--- src/sv/kdhs_pkg.sv ---
// shared types and constants for the keypad debounce and hold scanner
// no dependencies
package kdhs_pkg;

	localparam int unsigned NKEYS    = 16;
	localparam int unsigned KEY_W    = 4;
	localparam int unsigned CODE_W   = 4;
	localparam int unsigned DEB_W    = 8;
	localparam int unsigned HOLD_W   = 16;
	localparam int unsigned CFG_IDX_W  = 2;
	localparam int unsigned CFG_DATA_W = 64;

	localparam logic [KEY_W-1:0]  LAST_KEY = KEY_W'(NKEYS - 1);
	localparam logic [HOLD_W-1:0] HOLD_MAX = '1;

	localparam logic [CFG_IDX_W-1:0] CFG_DEBOUNCE = 2'd0;
	localparam logic [CFG_IDX_W-1:0] CFG_HOLD     = 2'd1;
	localparam logic [CFG_IDX_W-1:0] CFG_CODES    = 2'd2;

	localparam logic [DEB_W-1:0]      DEB_RESET   = 8'd3;
	localparam logic [HOLD_W-1:0]     HOLD_RESET  = 16'd10;
	localparam logic [CFG_DATA_W-1:0] CODES_RESET = '0;

	typedef enum logic [1:0] {
		EV_NONE  = 2'd0,
		EV_PRESS = 2'd1,
		EV_LONG  = 2'd2
	} ev_kind_t;

	typedef enum logic [1:0] {
		ST_IDLE,
		ST_WALK,
		ST_FLUSH
	} seq_state_t;

	typedef struct packed {
		logic              seen;
		logic              pushed;
		logic              long_fired;
		logic [DEB_W-1:0]  deb;
		logic [HOLD_W-1:0] hold;
	} key_state_t;

	typedef struct packed {
		logic              pressed;
		logic [DEB_W-1:0]  ticks;
		logic [HOLD_W-1:0] threshold;
		key_state_t        cur;
	} key_req_t;

	typedef struct packed {
		key_state_t nxt;
		ev_kind_t   ev;
	} key_rsp_t;

endpackage

--- src/sv/kdhs_key_unit.sv ---
// shared per-key update unit: debounce count, press and long-press decision
// depends on kdhs_pkg
module kdhs_key_unit (
	input  kdhs_pkg::key_req_t req,
	output kdhs_pkg::key_rsp_t rsp
);

	logic [kdhs_pkg::DEB_W-1:0]  deb_inc;
	logic [kdhs_pkg::HOLD_W-1:0] hold_inc;

	assign deb_inc  = req.cur.deb + kdhs_pkg::DEB_W'(1);
	assign hold_inc = (req.cur.hold == kdhs_pkg::HOLD_MAX) ? req.cur.hold
		: req.cur.hold + kdhs_pkg::HOLD_W'(1);

	always_comb begin
		rsp.nxt = req.cur;
		rsp.ev  = kdhs_pkg::EV_NONE;
		if (!req.pressed) begin
			rsp.nxt = '0;
		end else if (!req.cur.seen) begin
			rsp.nxt.seen = 1'b1;
		end else if (deb_inc != req.ticks) begin
			rsp.nxt.deb = deb_inc;
		end else begin
			rsp.nxt.deb = '0;
			if (!req.cur.pushed) begin
				rsp.nxt.pushed = 1'b1;
				rsp.nxt.hold   = '0;
				rsp.ev         = kdhs_pkg::EV_PRESS;
			end else begin
				rsp.nxt.hold = hold_inc;
				if (hold_inc > req.threshold && !req.cur.long_fired) begin
					rsp.nxt.long_fired = 1'b1;
					rsp.ev             = kdhs_pkg::EV_LONG;
				end
			end
		end
	end

endmodule

--- src/sv/keypad_debounce_hold_scanner.sv ---
// keypad debounce and hold scanner top level: key state, sequencer, output register
// depends on kdhs_pkg and kdhs_key_unit
//
// usage:
//   scan channel (scan_valid/scan_ready/pressed_mask): one request is one full
//   scan of the key matrix. event channel (event_valid/event_ready and the
//   key_index, key_code, event_kind, last fields) gives one result per press or
//   long-press event found in the scan, in key order; last marks the final one.
//   a scan with no event gives a single result with event_kind 0 and last 1.
//   a scan request walks the keys one at a time through the shared update
//   unit, in index order, then places the final result. scan_ready is low
//   from accept until the final result is placed in the output register.
//   one event is held back so that last can be set; when the event_ready side
//   stalls and a further event must move out, the walk waits on that key.
//   cfg_we writes debounce_ticks (0), hold_threshold (1) or key_code_table (2)
//   in the cycle it is high; other indexes are dropped. write only while idle.
//   reset: all key state clears, registers return to 3, 10 and 0.
//   ROWS and COLS limit which matrix positions are scanned.
module keypad_debounce_hold_scanner #(
	parameter int unsigned ROWS = 4,
	parameter int unsigned COLS = 4
) (
	input  logic                                clk,
	input  logic                                arst_n,
	input  logic                                cfg_we,
	input  logic [kdhs_pkg::CFG_IDX_W-1:0]      cfg_index,
	input  logic [kdhs_pkg::CFG_DATA_W-1:0]     cfg_data,
	input  logic                                scan_valid,
	output logic                                scan_ready,
	input  logic [kdhs_pkg::NKEYS-1:0]          pressed_mask,
	output logic                                event_valid,
	input  logic                                event_ready,
	output logic [kdhs_pkg::KEY_W-1:0]          key_index,
	output logic [kdhs_pkg::CODE_W-1:0]         key_code,
	output logic [1:0]                          event_kind,
	output logic                                last
);

	logic [kdhs_pkg::NKEYS-1:0] key_active;

	genvar gi;
	generate
		for (gi = 0; gi < kdhs_pkg::NKEYS; gi++) begin : g_active
			assign key_active[gi] = ((gi / 4) < ROWS) && ((gi % 4) < COLS);
		end
	endgenerate

	// configuration registers
	logic [kdhs_pkg::DEB_W-1:0]      deb_ticks_q;
	logic [kdhs_pkg::HOLD_W-1:0]     hold_thr_q;
	logic [kdhs_pkg::CFG_DATA_W-1:0] code_table_q;

	always_ff @(posedge clk or negedge arst_n) begin
		if (!arst_n) begin
			deb_ticks_q  <= kdhs_pkg::DEB_RESET;
			hold_thr_q   <= kdhs_pkg::HOLD_RESET;
			code_table_q <= kdhs_pkg::CODES_RESET;
		end else if (cfg_we) begin
			case (cfg_index)
				kdhs_pkg::CFG_DEBOUNCE: deb_ticks_q  <= cfg_data[kdhs_pkg::DEB_W-1:0];
				kdhs_pkg::CFG_HOLD:     hold_thr_q   <= cfg_data[kdhs_pkg::HOLD_W-1:0];
				kdhs_pkg::CFG_CODES:    code_table_q <= cfg_data;
				default: ;
			endcase
		end
	end

	// sequencer and key state
	kdhs_pkg::seq_state_t state_q, state_d;
	logic [kdhs_pkg::KEY_W-1:0]  key_q;
	logic [kdhs_pkg::NKEYS-1:0]  mask_q;
	logic [kdhs_pkg::NKEYS-1:0]  seen_q, pushed_q, long_q;
	logic [kdhs_pkg::DEB_W-1:0]  deb_q  [kdhs_pkg::NKEYS];
	logic [kdhs_pkg::HOLD_W-1:0] hold_q [kdhs_pkg::NKEYS];

	logic                       pend_valid_q;
	logic [kdhs_pkg::KEY_W-1:0] pend_idx_q;
	kdhs_pkg::ev_kind_t         pend_kind_q;

	logic                       ev_valid_q;
	logic [kdhs_pkg::KEY_W-1:0] ev_idx_q;
	logic [kdhs_pkg::CODE_W-1:0] ev_code_q;
	kdhs_pkg::ev_kind_t         ev_kind_q;
	logic                       ev_last_q;

	kdhs_pkg::key_req_t  unit_req;
	kdhs_pkg::key_rsp_t  unit_rsp;
	kdhs_pkg::ev_kind_t  walk_ev;

	logic scan_take, out_free, need_push, commit, load_walk, load_flush;

	always_comb begin
		unit_req.pressed        = mask_q[key_q];
		unit_req.ticks          = deb_ticks_q;
		unit_req.threshold      = hold_thr_q;
		unit_req.cur.seen       = seen_q[key_q];
		unit_req.cur.pushed     = pushed_q[key_q];
		unit_req.cur.long_fired = long_q[key_q];
		unit_req.cur.deb        = deb_q[key_q];
		unit_req.cur.hold       = hold_q[key_q];
	end

	kdhs_key_unit u_key_unit (
		.req (unit_req),
		.rsp (unit_rsp)
	);

	assign walk_ev   = key_active[key_q] ? unit_rsp.ev : kdhs_pkg::EV_NONE;
	assign out_free  = !ev_valid_q || event_ready;
	assign need_push = (walk_ev != kdhs_pkg::EV_NONE) && pend_valid_q;

	// control outputs
	always_comb begin
		scan_ready = 1'b0;
		commit     = 1'b0;
		load_walk  = 1'b0;
		load_flush = 1'b0;
		case (state_q)
			kdhs_pkg::ST_IDLE:  scan_ready = 1'b1;
			kdhs_pkg::ST_WALK: begin
				commit    = !need_push || out_free;
				load_walk = need_push && out_free;
			end
			kdhs_pkg::ST_FLUSH: load_flush = out_free;
			default: ;
		endcase
	end

	assign scan_take = scan_valid && scan_ready;

	// next state
	always_comb begin
		state_d = state_q;
		case (state_q)
			kdhs_pkg::ST_IDLE:  if (scan_take) state_d = kdhs_pkg::ST_WALK;
			kdhs_pkg::ST_WALK:  if (commit && key_q == kdhs_pkg::LAST_KEY) state_d = kdhs_pkg::ST_FLUSH;
			kdhs_pkg::ST_FLUSH: if (load_flush) state_d = kdhs_pkg::ST_IDLE;
			default:            state_d = kdhs_pkg::ST_IDLE;
		endcase
	end

	always_ff @(posedge clk or negedge arst_n) begin
		if (!arst_n) begin
			state_q      <= kdhs_pkg::ST_IDLE;
			key_q        <= '0;
			pend_valid_q <= 1'b0;
			seen_q       <= '0;
			pushed_q     <= '0;
			long_q       <= '0;
			for (int i = 0; i < kdhs_pkg::NKEYS; i++) begin
				deb_q[i]  <= '0;
				hold_q[i] <= '0;
			end
		end else begin
			state_q <= state_d;
			if (scan_take) begin
				key_q        <= '0;
				pend_valid_q <= 1'b0;
			end
			if (commit) begin
				key_q <= key_q + kdhs_pkg::KEY_W'(1);
				if (key_active[key_q]) begin
					seen_q[key_q]   <= unit_rsp.nxt.seen;
					pushed_q[key_q] <= unit_rsp.nxt.pushed;
					long_q[key_q]   <= unit_rsp.nxt.long_fired;
					deb_q[key_q]    <= unit_rsp.nxt.deb;
					hold_q[key_q]   <= unit_rsp.nxt.hold;
				end
				if (walk_ev != kdhs_pkg::EV_NONE) begin
					pend_valid_q <= 1'b1;
				end
			end
		end
	end

	always_ff @(posedge clk) begin
		if (scan_take) begin
			mask_q <= pressed_mask;
		end
		if (commit && walk_ev != kdhs_pkg::EV_NONE) begin
			pend_idx_q  <= key_q;
			pend_kind_q <= walk_ev;
		end
	end

	// output register
	always_ff @(posedge clk or negedge arst_n) begin
		if (!arst_n) begin
			ev_valid_q <= 1'b0;
		end else if (load_walk || load_flush) begin
			ev_valid_q <= 1'b1;
		end else if (event_ready) begin
			ev_valid_q <= 1'b0;
		end
	end

	always_ff @(posedge clk) begin
		if (load_walk || (load_flush && pend_valid_q)) begin
			ev_idx_q  <= pend_idx_q;
			ev_code_q <= code_table_q[{pend_idx_q, 2'b00} +: kdhs_pkg::CODE_W];
			ev_kind_q <= pend_kind_q;
			ev_last_q <= load_flush;
		end else if (load_flush) begin
			// empty scan
			ev_idx_q  <= '0;
			ev_code_q <= '0;
			ev_kind_q <= kdhs_pkg::EV_NONE;
			ev_last_q <= 1'b1;
		end
	end

	assign event_valid = ev_valid_q;
	assign key_index   = ev_idx_q;
	assign key_code    = ev_code_q;
	assign event_kind  = ev_kind_q;
	assign last        = ev_last_q;

endmodule

--- config.mk ---
export PLATFORM = sky130hd
export DESIGN_NAME = keypad_debounce_hold_scanner
export DESIGN_NICKNAME = d
export VERILOG_FILES = /design/src/sv/kdhs_pkg.sv /design/src/sv/kdhs_key_unit.sv /design/src/sv/keypad_debounce_hold_scanner.sv
export SDC_FILE = /design/constraint.sdc
export NUM_CORES = 1
export LEC_CHECK = 0
export BUFFER_PORTS_ARGS = -buffer_cell sky130_fd_sc_hd__buf_2
export CELL_PAD_IN_SITES_DETAIL_PLACEMENT = 1
export CELL_PAD_IN_SITES_GLOBAL_PLACEMENT = 1
export CORE_UTILIZATION = 40
export CTS_CLUSTER_SIZE = 30
export DETAILED_ROUTE_END_ITERATION = 10
export MAX_ROUTING_LAYER = met4
export PLACE_DENSITY_LB_ADDON = 0.1
export SYNTH_ARGS = -nofsm -noshare
export SYNTH_HDL_FRONTEND = slang
export SYNTH_SLANG_ARGS = --single-unit
--- constraint.sdc ---
create_clock -name clk -period 13.8 [get_ports clk]
set_clock_uncertainty 0.05 [all_clocks]
set_input_delay 0.69 -clock clk [delete_from_list [all_inputs] [get_ports clk]]
set_output_delay 0.69 -clock clk [all_outputs]
set_load 0.02 [all_outputs]
### Word level (Yosys, flattened, before mapping)

Memories as Yosys holds them, arrays and structs flattened.
Index checks and enable logic that the tools add are counted.

* mux-type cells: 59
* add/sub/neg operators: 3
* eq/ne operators: 10
* magnitude comparators: 5
* shift operators: 1
* bitwise gates (word level): 1
* reductions and logical operators: 27

Operator list (count)
* $bwmux W256: 1
* $bwmux W128: 1
* $bmux W16 S4: 1
* $demux W16 S4: 1
* $mux W16: 4
* $shiftx A64 B7 Y4: 1
* $bwmux W16: 3
* $mux W18: 2
* $bmux W8 S4: 1
* $demux W8 S4: 1
* $mux W8: 4
* $mux W28: 1
* $mux W27: 1
* $mux W4: 5
* $mux W1: 19
* $add A16 B1 Y16 const B: 1
* $bmux W1 S4: 4
* $eq A16 B16 Y1 const B: 1
* $gt A16 B16 Y1: 1
* $mux W2: 8
* $logic_and A1 B1 Y1: 9
* $add A8 B1 Y8 const B: 1
* $ne A8 B8 Y1: 1
* $reduce_and A2 Y1: 4
* other kinds (17): 30

* input bits: 87
* word-level logic and storage cells: 156
* output and inout bits: 13
* memories: 1
* ROM bits: 16
* flip-flop bits (word level): 561

Memories
* (no name shown): words 16, width 1, rd ports 1, clocked after Yosys merged registers in 0, write ports 0, line keypad_debounce_hold_scanner.sv:162 `if (key_active[key_q]) begin`

### Longest topological paths before layout

Gate-level depths: netlist of run 1.

* word-level depth: 22
* gate-level depth with buffers: 30
* mapped depth without buffers: 19

### By module

From an unflattened synthesis of run 1, not the netlist that was laid out.

* cells, all modules: 1759
* area, all modules: 26402.8 um^2

Modules (own cells, without submodules)
* keypad_debounce_hold_scanner: instances 1, cells each 1494, seq. area each 14208.6 um^2, area each 24741.2 um^2
* kdhs_key_unit: instances 1, cells each 265, seq. area each 0.0 um^2, area each 1661.6 um^2

### Least setup slack after synthesis of run 1

No wires, ideal clock.

* kind: reg-to-reg
* start: reg key_q[0] in the netlist's numbering
* end: reg deb_q[109] in the netlist's numbering
* data arrival time: 6.319 ns
* path slack: 7.306 ns
* period minus slack after synthesis: 6.494 ns
* setup time: 0.125 ns
* stages on the path, launching flop included: 26
* path buffers: 9
* data required time: 13.625 ns
* path through: dfrtp_1 buf_6 buf_6 buf_6 buf_4 buf_2 mux4_2 mux4_2 ha_1 nand4_1 or4_1 clkbuf_1 nor2b_1 nand2_1 xnor2_1 ha_1 nand4_1 or3_1 o221a_2 o41a_1 or4_1 buf_2 buf_6 nand3_4 buf_4 mux2_2

* word-level cells in the longest chain between the ends: 20
* elaborated cells between the ends (all ways): 45
* classes of those cells: add/sub (2); order compare (3); eq/ne (2); mux (28); bitwise (1); reduce/logical (8); memory (1)

RTL lines
* start: declaration: line keypad_debounce_hold_scanner.sv:70 `logic [kdhs_pkg::KEY_W-1:0] key_q;`
* start signal: assignment: line keypad_debounce_hold_scanner.sv:161 `key_q <= key_q + kdhs_pkg::KEY_W'(1);`
* $not A4 Y5 (not written as such): line keypad_debounce_hold_scanner.sv:99, keypad_debounce_hold_scanner.sv:100, keypad_debounce_hold_scanner.sv:166
* $bmux W16 S4: line keypad_debounce_hold_scanner.sv:100 `unit_req.cur.hold = hold_q[key_q];`
* $mux W16 (not written as such) (2 in a row): line keypad_debounce_hold_scanner.sv:100
* $add A16 B1 Y16 / $eq A16 B16 Y1 (equally long branches): line kdhs_key_unit.sv:13, kdhs_key_unit.sv:12
* $mux W16: line kdhs_key_unit.sv:12 `assign hold_inc = (req.cur.hold == kdhs_pkg::HOLD_MAX) ? req.cur.hold`
* $gt A16 B16 Y1: line kdhs_key_unit.sv:32 `if (hold_inc > req.threshold && !req.cur.long_fired) begin`
* $logic_and A1 B1 Y1: line kdhs_key_unit.sv:32
* $mux W2: line kdhs_key_unit.sv:32
* [... 3 more ...]
* $mux W2: line kdhs_key_unit.sv:18 `if (!req.pressed) begin`
* $mux W2: line keypad_debounce_hold_scanner.sv:108 `assign walk_ev = key_active[key_q] ? unit_rsp.ev : kdhs_pkg::EV_NONE;`
* $reduce_bool A2 Y1: line keypad_debounce_hold_scanner.sv:110 `assign need_push = (walk_ev != kdhs_pkg::EV_NONE) && pend_valid_q;`
* $logic_and A1 B1 Y1: line keypad_debounce_hold_scanner.sv:110
* $logic_not A1 Y1: line keypad_debounce_hold_scanner.sv:121 `commit = !need_push || out_free;`
* $logic_or A1 B1 Y1: line keypad_debounce_hold_scanner.sv:121
* $mux W1: line keypad_debounce_hold_scanner.sv:118 `case (state_q)`
* $reduce_and A2 Y1 (no line)
* end signal: indexed assignment: line keypad_debounce_hold_scanner.sv:166 `deb_q[key_q] <= unit_rsp.nxt.deb;`
* end: declaration: line keypad_debounce_hold_scanner.sv:73 `logic [kdhs_pkg::DEB_W-1:0] deb_q [kdhs_pkg::NKEYS];`

Several ways; a longest one is shown, not always the timed one. The select of a mux whose other input is x is not followed.
A chain may end at the register's enable or synchronous reset.

### Worst setup path after layout of run 1

* start: reg key_q[0] in the netlist's numbering
* end: reg hold_q[2] in the netlist's numbering

* word-level cells in the longest chain between the ends: 20
* elaborated cells between the ends (all ways): 44
* classes of those cells: add/sub (2); order compare (3); eq/ne (2); mux (27); bitwise (1); reduce/logical (8); memory (1)

RTL lines
* $not A4 Y5 (not written as such): line keypad_debounce_hold_scanner.sv:99, keypad_debounce_hold_scanner.sv:100, keypad_debounce_hold_scanner.sv:167
* $bmux W16 S4: line keypad_debounce_hold_scanner.sv:100
* $mux W16 (not written as such) (2 in a row): line keypad_debounce_hold_scanner.sv:100
* $add A16 B1 Y16 / $eq A16 B16 Y1 (equally long branches): line kdhs_key_unit.sv:13, kdhs_key_unit.sv:12
* $mux W16: line kdhs_key_unit.sv:12
* $gt A16 B16 Y1: line kdhs_key_unit.sv:32
* $logic_and A1 B1 Y1: line kdhs_key_unit.sv:32
* $mux W2: line kdhs_key_unit.sv:32
* [... 3 more ...]
* $mux W2: line kdhs_key_unit.sv:18
* $mux W2: line keypad_debounce_hold_scanner.sv:108
* $reduce_bool A2 Y1: line keypad_debounce_hold_scanner.sv:110
* $logic_and A1 B1 Y1: line keypad_debounce_hold_scanner.sv:110
* $logic_not A1 Y1: line keypad_debounce_hold_scanner.sv:121
* $logic_or A1 B1 Y1: line keypad_debounce_hold_scanner.sv:121
* $mux W1: line keypad_debounce_hold_scanner.sv:118
* $reduce_and A2 Y1 (no line)
* end signal: indexed assignment: line keypad_debounce_hold_scanner.sv:167 `hold_q[key_q] <= unit_rsp.nxt.hold;`
* end: declaration: line keypad_debounce_hold_scanner.sv:74 `logic [kdhs_pkg::HOLD_W-1:0] hold_q [kdhs_pkg::NKEYS];`

Several ways; a longest one is shown, not always the timed one. The select of a mux whose other input is x is not followed.

==> flow_summary.yaml, run 1 <==
yosys:
  synthFlopType: "dfrtp_1"
  synth_top_family_by_area: "multiplexers"
  ys_ff_latch: 561
  synth_area_um2: 26450
  synth_mux_area_share_pct: 23.29
  synth-xor-area-share_pct: 0.9602
  synth_compound_area_share_pct: 12.21
  synth_edf_count: 33
  syn_nets: 1887
  yosysWarnings: 0
  synth-simple-area-share_pct: 4.579
  synth_cell_type_count: 68
  avgSynthCellArea_um2: 14.88
  synth-seq-area-share_pct: 53.71
  synth_cells: 1778
  ys_async_sr_fraction_pct: 94.12
  synth_fa_ha_area_share_pct: 1.041
critical_path:
  required_ns: 14.22
  worstPathMaxFanout: 42
  arrival_ns: 9.19
  critPathCaptureType: "flip-flop"
  cpMaxStageDelayCell: "or4_2"
  reg2reg_from: "key_q[0]"
  worstReg2RegEnd: "hold_q[2]"
  slowest_delay_ns: 1.11
  crit_chain: "buf_4 -> mux4_2 -> a22o_1 -> a221oi_1 -> a211o_1 -> or4_1 -> nand2_1 -> nor2_1 -> xor2_1 -> ha_1 -> nand4_1 -> or3_1 -> o221a_2 -> o41a_1 -> or4_2 -> nand3_2 -> mux2_2"
  crit_type: "flip-flop to flip-flop"
  crit_path_start_kind: "flip-flop"
  crit_family: "simple AND/OR/NAND/NOR gates"
  reg2regPathDepth: 17
  ff2ff_setup_slack_ns: 5.03
  path_buf_inv: 1
die:
  fp.dieW_um: 259.2
  start_util_pct: 40.74
  core_um2: 64930
  num_rows: 93
  io_pins: 100
  die-area_um2: 67160
  die_h_um: 259.2
final_layout:
  nNetsFinal: 1934
  layout_common_cells: "dfrtp_1 (522), a22o_1 (255), mux2_2 (250)"
  layout_commonest_cell: "dfrtp_1"
  drive_above_1_share_pct: 36.63
  fin_area_um2: 29580
  nFillCells: 6394
  syn2layout_area_growth_pct: 11.82
  utilization_pct: 45.56
drt:
  wl_per_cell_um: 29.50
  firstDrtPassIters: 5
  drc: 0
  routed_via_density: 6.145
  drt_iter0_markers: 935
  totalWireLength_um: 80500
  num_vias: 16770
  ant_nets: 0
place:
  hpwlAfterDp_um: 48080
  postPlaceCellArea_um2: 27450
  gp_congestion: 0.8463
  io_buffers: 99
  place_ws_ns: 5.042
sta:
  period_share_pct: 63.55
  setup_viol: 0
  worst_pin_slew_ns: 1.191
  slew_violations: 0
  tns_ns: 0
  period_minus_slack_ns: 8.770
  layout_setup_ws_ns: 5.030
  hold_violations: 0
  fmax_mhz: 114.0
  slew_headroom_pct: 20.14
  rsz0062_at_grt: "no"
cts:
  clockBufferDepth: 3
  cts_root_buffer: "clkbuf_16"
  cts_resized: 0
  hold_buffers: 0
  cts_tree: "done"
  cts_max_level: 3
  cts.sinks: 561
  post_cts_buffers: 0
  cts_buffers: 66
  clk_pin_slew_ns: 0.06
  insertion_delay_ns: 0.60
job:
  drv_cap: 0
power_and_ir_drop:
  power.density_nw_per_um2: 170.0
  p_comb_share_pct: 27.0
  switchingPower_mw: 1.724
  peakVddDrop_v: 0.0001052
  p_leak_nw: 13.47
  pwr-share-seq_pct: 38.6
  clock_power_share_pct: 34.4
  p_int_mw: 3.304
  sw_frac_of_total_pct: 34.29
  power_mw: 5.028
global_route:
  track_usage_pct: 25.55
  antenna_found_initial: 1
  grt_overflow: 0
  grt_pass1_wl_um: 123600
  grt_pass1_vias: 18230
  grt_max_degree: 151
status:
  outcome: "finished clean"
worst_hold_path:
  hp-class: "primary input to async pin"
## worst max path at each step
stage / start / end / slack [ns] / depth (start not counted)
6_report: key_q[0] / hold_q[2] / 5.03 / 17
5_1_grt: key_q[0] / long_q[15] / 4.51 / 17
4_1_cts: key_q[0] / hold_q[2] / 5.04 / 17
3_5_place_dp: key_q[0] / hold_q[2] / 5.04 / 17
3_3_place_gp: key_q[0] / deb_q[0] / 5.22 / 17
2_1_floorplan: key_q[0] / deb_q[109] / 7.31 / 25
## flip-flops by register name, indices dropped and copies added (netlist names), 8 cells and up
name / flops
code_table_q: 64
pushed_q: 16
hold_q: 256
mask_q: 16
deb_q: 128
deb_ticks_q: 8
hold_thr_q: 16
long_q: 16
seen_q: 16
## logic make-up after synthesis
kind of cell | Yosys count
DFF | 561
muxes | 413
AOI/OAI and AO/OA | 383
buffers and inverters | 185
and+or+nand+nor | 185
xor gates and xnor gates | 29
adders and majority gates | 22
## per-layer routing
metal	routed length [um]	up-vias	part of all wire, %	global-route usage, %
met2	38240	463	47	39.45
met3	4012	123	5.0	4.032
met1	36410	9195	45	34.85
met5	0	-	0	-
li1	-	6988	-	-
met4	1846	0	2.3	7.549
## power groups by stage
| stage | clock network, mW | registers, mW | logic (mW) |
|---|---|---|---|
| finish | 1.73 | 1.94 | 1.36 |
| global route | 1.84 | 1.96 | 1.44 |
| CTS | 1.77 | 1.94 | 1.36 |
| detailed placement | 0 | 1.97 | 1.36 |
| global placement | 0 | 1.96 | 1.34 |
| floorplan | 0 | 1.88 | 0.980 |
## cell usage after synthesis, drive strengths merged (3+ instances only)
cell / number / area [um2]
mux2: 260 / 2928
ha: 22 / 275.3
a21o: 23 / 172.7
a21oi: 12 / 60.06
o31ai: 19 / 142.6
clkbuf: 59 / 221.5
a22o: 255 / 2233
nand4: 10 / 62.56
mux2i: 17 / 170.2
dfrtp: 524 / 13110
o41ai: 3 / 48.80
a22oi: 35 / 262.8
nand2: 48 / 192.7
nand3: 29 / 337.8
o21ai: 7 / 35.03
mux4: 136 / 3063
xor2: 8 / 70.07
nor2b: 8 / 50.05
and2: 5 / 31.28
nand2b: 5 / 31.28
buf: 105 / 812.0
edfxtp: 33 / 991.0
nor3: 6 / 30.03
nor4: 3 / 18.77
nor3b: 4 / 30.03
dfstp: 4 / 105.1
and4: 12 / 107.6
xnor2: 21 / 183.9
inv: 21 / 78.82
a41oi: 4 / 35.03
nor2: 22 / 85.09
and3: 21 / 131.4
or4b: 4 / 40.04
a31oi: 4 / 25.02
or4: 3 / 26.27
## metrics by stage
stage / cells / hold WS (ns)
final: 2729 / 0.09168
after floorplan: 1778 / 0.3444
after detailed placement: 2612 / 0.4153
after global placement: 2612 / 0.4048
after global routing: 2729 / 0.1524
after CTS: 2728 / 0.1437
## area by class of cell
| class | count | area [um2] | share of cell area, % |
|---|---|---|---|
| tap | 855 | 1070 | 3.617 |
| inverter | 21 | 78.83 | 0.2665 |
| clock inverter | 19 | 157.7 | 0.5330 |
| multi-input combinational | 1032 | 11240 | 38.01 |
| sequential | 561 | 14220 | 48.06 |
| timing repair buffer | 143 | 848.3 | 2.868 |
| antenna | 1 | 2.502 | 0.008460 |
| clock buffer | 97 | 1964 | 6.641 |
Power figures use the tool's default switching activity.
==> inputs of run 2 (changes only) <==
Clock period 13.8 ns to 7.19 ns, I/O delays scaled along.
==> run 2 against run 1 <==
Utilization up 1.6 points. Flip-flop and latch count unchanged. Design area increased by 3.5%. Total power up 88%. Die area is the same. First-iteration DRC count rose by 5.5%. Setup slack lost 4.7 ns. Non-clock buffer count is 127 higher. Via count grew 0.94%. Largest cell class unchanged. Largest power group unchanged. Highest routed layer unchanged.
==> flow_summary.yaml, run 2 (synthesis results as in run 1) <==
status:
  outcome: "finished clean"
sta:
  slew_headroom_pct: 24.59
  period_minus_slack_ns: 6.876
  hold-worst-slack_ns: 0.06099
  setup_viol: 0
  slew_violations: 0
  hold_violations: 0
  rsz0062_at_grt: "no"
  period_share_pct: 95.64
  tns_ns: 0
  fmax_mhz: 145.4
  worst_pin_slew_ns: 1.131
drt:
  totalWireLength_um: 78200
  firstDrtPassIters: 4
  drt_iter0_markers: 986
  num_vias: 16930
  wl_per_cell_um: 27.45
  routed_via_density: 5.941
  drc: 0
  ant_nets: 0
final_layout:
  layout_commonest_cell: "dfrtp_1"
  largest_reg_flops: 256
  drive_above_1_share_pct: 36.68
  fin_area_um2: 30620
  utilization_pct: 47.16
  syn2layout_area_growth_pct: 15.75
  nNetsFinal: 2055
  layout_common_cells: "dfrtp_1 (522), a22o_1 (255), mux2_2 (250)"
  reg_top3: "hold_q: 256 flops, deb_q: 128 flops, code_table_q: 64 flops"
  largest_register: "hold_q"
global_route:
  grt_max_degree: 184
  grt_pass1_vias: 18630
  antenna_found_initial: 0
  track_usage_pct: 24.89
  grt_overflow: 0
  grt_pass1_wl_um: 122200
cts:
  insertion_delay_ns: 0.64
  cts_max_level: 2
  clockBufferDepth: 3
  cts_buffers: 60
  cts.sinks: 561
  cts_root_buffer: "clkbuf_16"
  cts_tree: "done"
  clk_pin_slew_ns: 0.06
critical_path:
  crit_type: "flip-flop to flip-flop"
  crit_path_start_kind: "flip-flop"
  arrival_ns: 7.33
  required_ns: 7.64
  ff2ff_setup_slack_ns: 0.31
  worstReg2RegEnd: "hold_q[25]"
  critPathCaptureType: "flip-flop"
  reg2regPathDepth: 19
  reg2reg_from: "key_q[1]"
  worstPathMaxFanout: 29
place:
  io_buffers: 99
  gp_congestion: 0.8462
  hpwlAfterDp_um: 49180
  postPlaceCellArea_um2: 27880
power_and_ir_drop:
  p_leak_nw: 13.95
  peakVddDrop_v: 0.0001930
  power_mw: 9.453
  power.density_nw_per_um2: 308.7
worst_hold_path:
  hp-start: "cfg_data[5]"
  hold_path_depth: 2
  hp-class: "primary input to flip-flop"
  holdPathEnd: "code_table_q[5]"
die:
  die_h_um: 259.2
  core_um2: 64930
  die-area_um2: 67160
  io_pins: 100
  fp.dieW_um: 259.2
  num_rows: 93
  start_util_pct: 40.74
job:
  drv_cap: 0
## run 2: cell types whose count changed in the layout (fill, tap and decap cells not counted), moves of 3 or more
cell | previous run | this run
dlygate4sd3_1 | 0 | 79
buf_4 | 43 | 83
clkbuf_16 | 71 | 61
buf_12 | 1 | 9
clkbuf_1 | 17 | 13
clkinv_2 | 13 | 17
a22oi_1 | 35 | 32
a22oi_2 | 0 | 3
## run 2: metal layers
metal | vias up | share of wire (%) | GRT usage, %
met5 | - | 0 | -
met4 | 0 | 1.6 | 5.147
met3 | 80 | 4.6 | 3.866
met2 | 353 | 48 | 38.94
met1 | 9264 | 46 | 34.42
li1 | 7230 | - | -
## run 2: final cells by class
type	instances	area (um2)
repair buffers	270	2100
diodes	1	2.502
flip-flops and latches	561	14220
clock buffers	84	1713
inverters	21	78.83
fillers	6401	34310
multi-input cells	1032	11240
clock inverters	25	193.9
well taps	855	1070
## run 2: how the worst max path moves through the flow
stage,depth (start not counted),end,startpoint
finish,19,hold_q[25],key_q[1]
global route,18,hold_q[25],key_q[0]
CTS,19,hold_q[0],key_q[0]
detailed placement,19,hold_q[0],key_q[0]
global placement,19,hold_q[7],key_q[0]
floorplan,25,deb_q[109],key_q[0]
## run 2: critical path: stages, from the launching register on
cell	delay (ns)
dfrtp_4	0.79
buf_4	0.29
mux4_2	0.53
mux2i_1	0.37
mux2i_1	0.18
buf_4	0.21
nand4_1	0.08
or4_1	0.29
buf_4	0.20
nand2_1	0.05
mux2_2	0.28
ha_1	0.31
nand4_1	0.14
or3_1	0.34
o221a_2	0.29
o41a_1	0.48
or4_2	0.71
buf_12	0.22
and4_1	0.57
a22o_1	0.34
## run 2: power by group
group          total, mW  leakage (nW)  switching (mW)  internal, mW
logic               2.73          5.59            1.67          1.06
clock network       3.03         0.953            1.30          1.73
registers           3.70          7.41           0.234          3.46
total               9.45          14.0            3.21          6.25
## run 2: metrics by stage
stage | std cells | worst slack, ns
after floorplan | 1778 | 0.6959
after global placement | 2659 | 0.2090
after detailed placement | 2659 | 0.1669
after CTS | 2847 | 0.1363
after global routing | 2848 | 0.02974
final | 2849 | 0.3137
## run 2: timing repair
item	in CTS	in global routing
endpoints found under the hold margin	201	0
hold buffers	79	0
resized for setup	0	4
setup buffers	0	1
endpoints found under the setup margin	0	267
==> inputs of run 3 (changes only) <==
Settings changed: BUFFER_PORTS_ARGS -buffer_cell sky130_fd_sc_hd__buf_2 to unset, DONT_BUFFER_PORTS set to 1, HOLD_SLACK_MARGIN set to 0.02.
==> run 3 against run 2 <==
Global-route usage decreased by 0.15 points. Routed wire length decreased by 0.40%. Via count decreased by 1.5%. Critical endpoint is now hold_q[58]. The run now ends with negative hold slack, max-slew violations left.
==> flow_summary.yaml, run 3 (synthesis results as in run 1) <==
status:
  outcome: "finished with violations"
  violations: "negative hold slack, max-slew violations"
worst_hold_path:
  hp-class: "primary input to async pin"
sta:
  slew_violations: 360
  hold-worst-slack_ns: -0.5778
  worst_pin_slew_ns: 2.529
  setup_viol: 0
  slew_headroom_pct: -68.60
  layout_setup_ws_ns: 0.4516
  rsz0062_at_grt: "no"
  fmax_mhz: 148.4
  tns_ns: 0
  period_share_pct: 93.72
  hold_violations: 474
  period_minus_slack_ns: 6.738
critical_path:
  critPathCaptureType: "flip-flop"
  worstReg2RegEnd: "hold_q[58]"
  reg2regPathDepth: 19
  crit_type: "flip-flop to flip-flop"
  crit_path_start_kind: "flip-flop"
  required_ns: 7.61
  reg2reg_from: "key_q[0]"
  ff2ff_setup_slack_ns: 0.45
  worstPathMaxFanout: 29
  arrival_ns: 7.16
cts:
  post_cts_buffers: 0
  clockBufferDepth: 3
  cts_max_level: 3
  clk_pin_slew_ns: 0.06
  cts_buffers: 66
  cts.sinks: 561
  insertion_delay_ns: 0.60
  cts_resized: 0
  cts_tree: "done"
  cts_root_buffer: "clkbuf_16"
  hold_buffers: 81
drt:
  totalWireLength_um: 77890
  wl_met1_um: 35660
  ant_nets: 0
  route.met2.wl_um: 36610
  drt_iter0_markers: 1276
  wl_met3_um: 4244
  num_vias: 16680
  routed_via_density: 6.022
  wl_per_cell_um: 28.13
  drc: 0
  top_layer_used: "met4"
  firstDrtPassIters: 4
global_route:
  grt_pass1_vias: 18620
  track_usage_pct: 24.74
  grt_pass1_wl_um: 120700
  antenna_found_initial: 0
  grt_overflow: 0
  grt_max_degree: 529
power_and_ir_drop:
  power.density_nw_per_um2: 316.7
  p_comb_share_pct: 28.2
  pwr-share-seq_pct: 38.0
  peakVddDrop_v: 0.0001566
  sw_frac_of_total_pct: 33.00
  switchingPower_mw: 3.171
  p_int_mw: 6.437
  p_leak_nw: 13.69
  clock_power_share_pct: 33.8
die:
  start_util_pct: 40.74
  num_rows: 93
  fp.dieW_um: 259.2
  die-area_um2: 67160
  io_pins: 100
  die_h_um: 259.2
  core_um2: 64930
job:
  drv_cap: 0
final_layout:
  largest_reg_flops: 256
  largest_register: "hold_q"
  layout_common_cells: "dfrtp_1 (522), a22o_1 (255), mux2_2 (250)"
  drive_above_1_share_pct: 33.49
  antenna_cells: 0
  layout_commonest_cell: "dfrtp_1"
  syn2layout_area_growth_pct: 14.71
  reg_top3: "hold_q: 256 flops, deb_q: 128 flops, code_table_q: 64 flops"
  nNetsFinal: 1974
place:
  hpwlAfterDp_um: 48980
  gp_congestion: 0.8171
  io_buffers: 0
  place_ws_ns: 0.5197
run 3: layout make-up:
type,count,area (um2)
Clock buffer,100,1974
Multi-Input combinational cell,1032,11230
Sequential cell,561,14220
Inverter,21,78.83
Timing Repair Buffer,183,1652
Clock inverter,17,121.4
Tap cell,855,1070
Fill cell,6406,34590
run 3: metal layers:
layer / GRT usage, % / vias up
met2: 37.68 / 369
met4: 5.866 / 0
met1: 34.09 / 9149
met5: - / -
li1: - / 7059
met3: 4.921 / 98
run 3: stage by stage:
stage | hold slack [ns] | std cells | utilization, % | total power [mW] | cell area [um2]
5_1_grt | -0.6032 | 2769 | 46.73 | 10.02 | 30340
2_1_floorplan | 0.01391 | 1778 | - | 5.489 | 26450
6_report | -0.5778 | 2769 | 46.73 | 9.608 | 30340
3_3_place_gp | 0.02487 | 2571 | 42.26 | 6.344 | 27440
3_5_place_dp | 0.02637 | 2571 | 42.26 | 6.390 | 27440
4_1_cts | -0.6039 | 2769 | 46.73 | 9.727 | 30340
run 3: worst max-delay path by stage:
stage              from          to  slack [ns]  cells past startpoint
6_report       key_q[0]  hold_q[58]        0.45                     19
5_1_grt        key_q[0]  hold_q[22]        0.15                     19
4_1_cts        key_q[0]  hold_q[31]        0.46                     19
3_5_place_dp   key_q[0]  hold_q[31]        0.52                     19
3_3_place_gp   key_q[0]    deb_q[7]        0.60                     19
2_1_floorplan  key_q[0]  deb_q[109]        0.70                     25
run 3: worst max-delay path, cell delays in order, from the launching register on:
cell	delay, ns
dfrtp_4	0.53
buf_12	0.23
mux4_2	0.51
a22oi_1	0.52
nand2_1	0.16
ha_1	0.29
nand4_1	0.09
or4_1	0.35
nor2b_1	0.25
nand2_1	0.14
xnor2_1	0.16
ha_1	0.27
nand4_1	0.11
or3_1	0.38
o221a_2	0.29
o41a_1	0.48
or4_2	0.71
buf_12	0.22
and4_1	0.50
a22o_1	0.31
run 3: power groups by stage:
stage	sequential [mW]	clock, mW	combinational, mW
finish	3.65	3.25	2.71
global route	3.69	3.45	2.89
CTS	3.65	3.34	2.73
detailed placement	3.71	0	2.68
global placement	3.69	0	2.65
floorplan	3.61	0	1.88
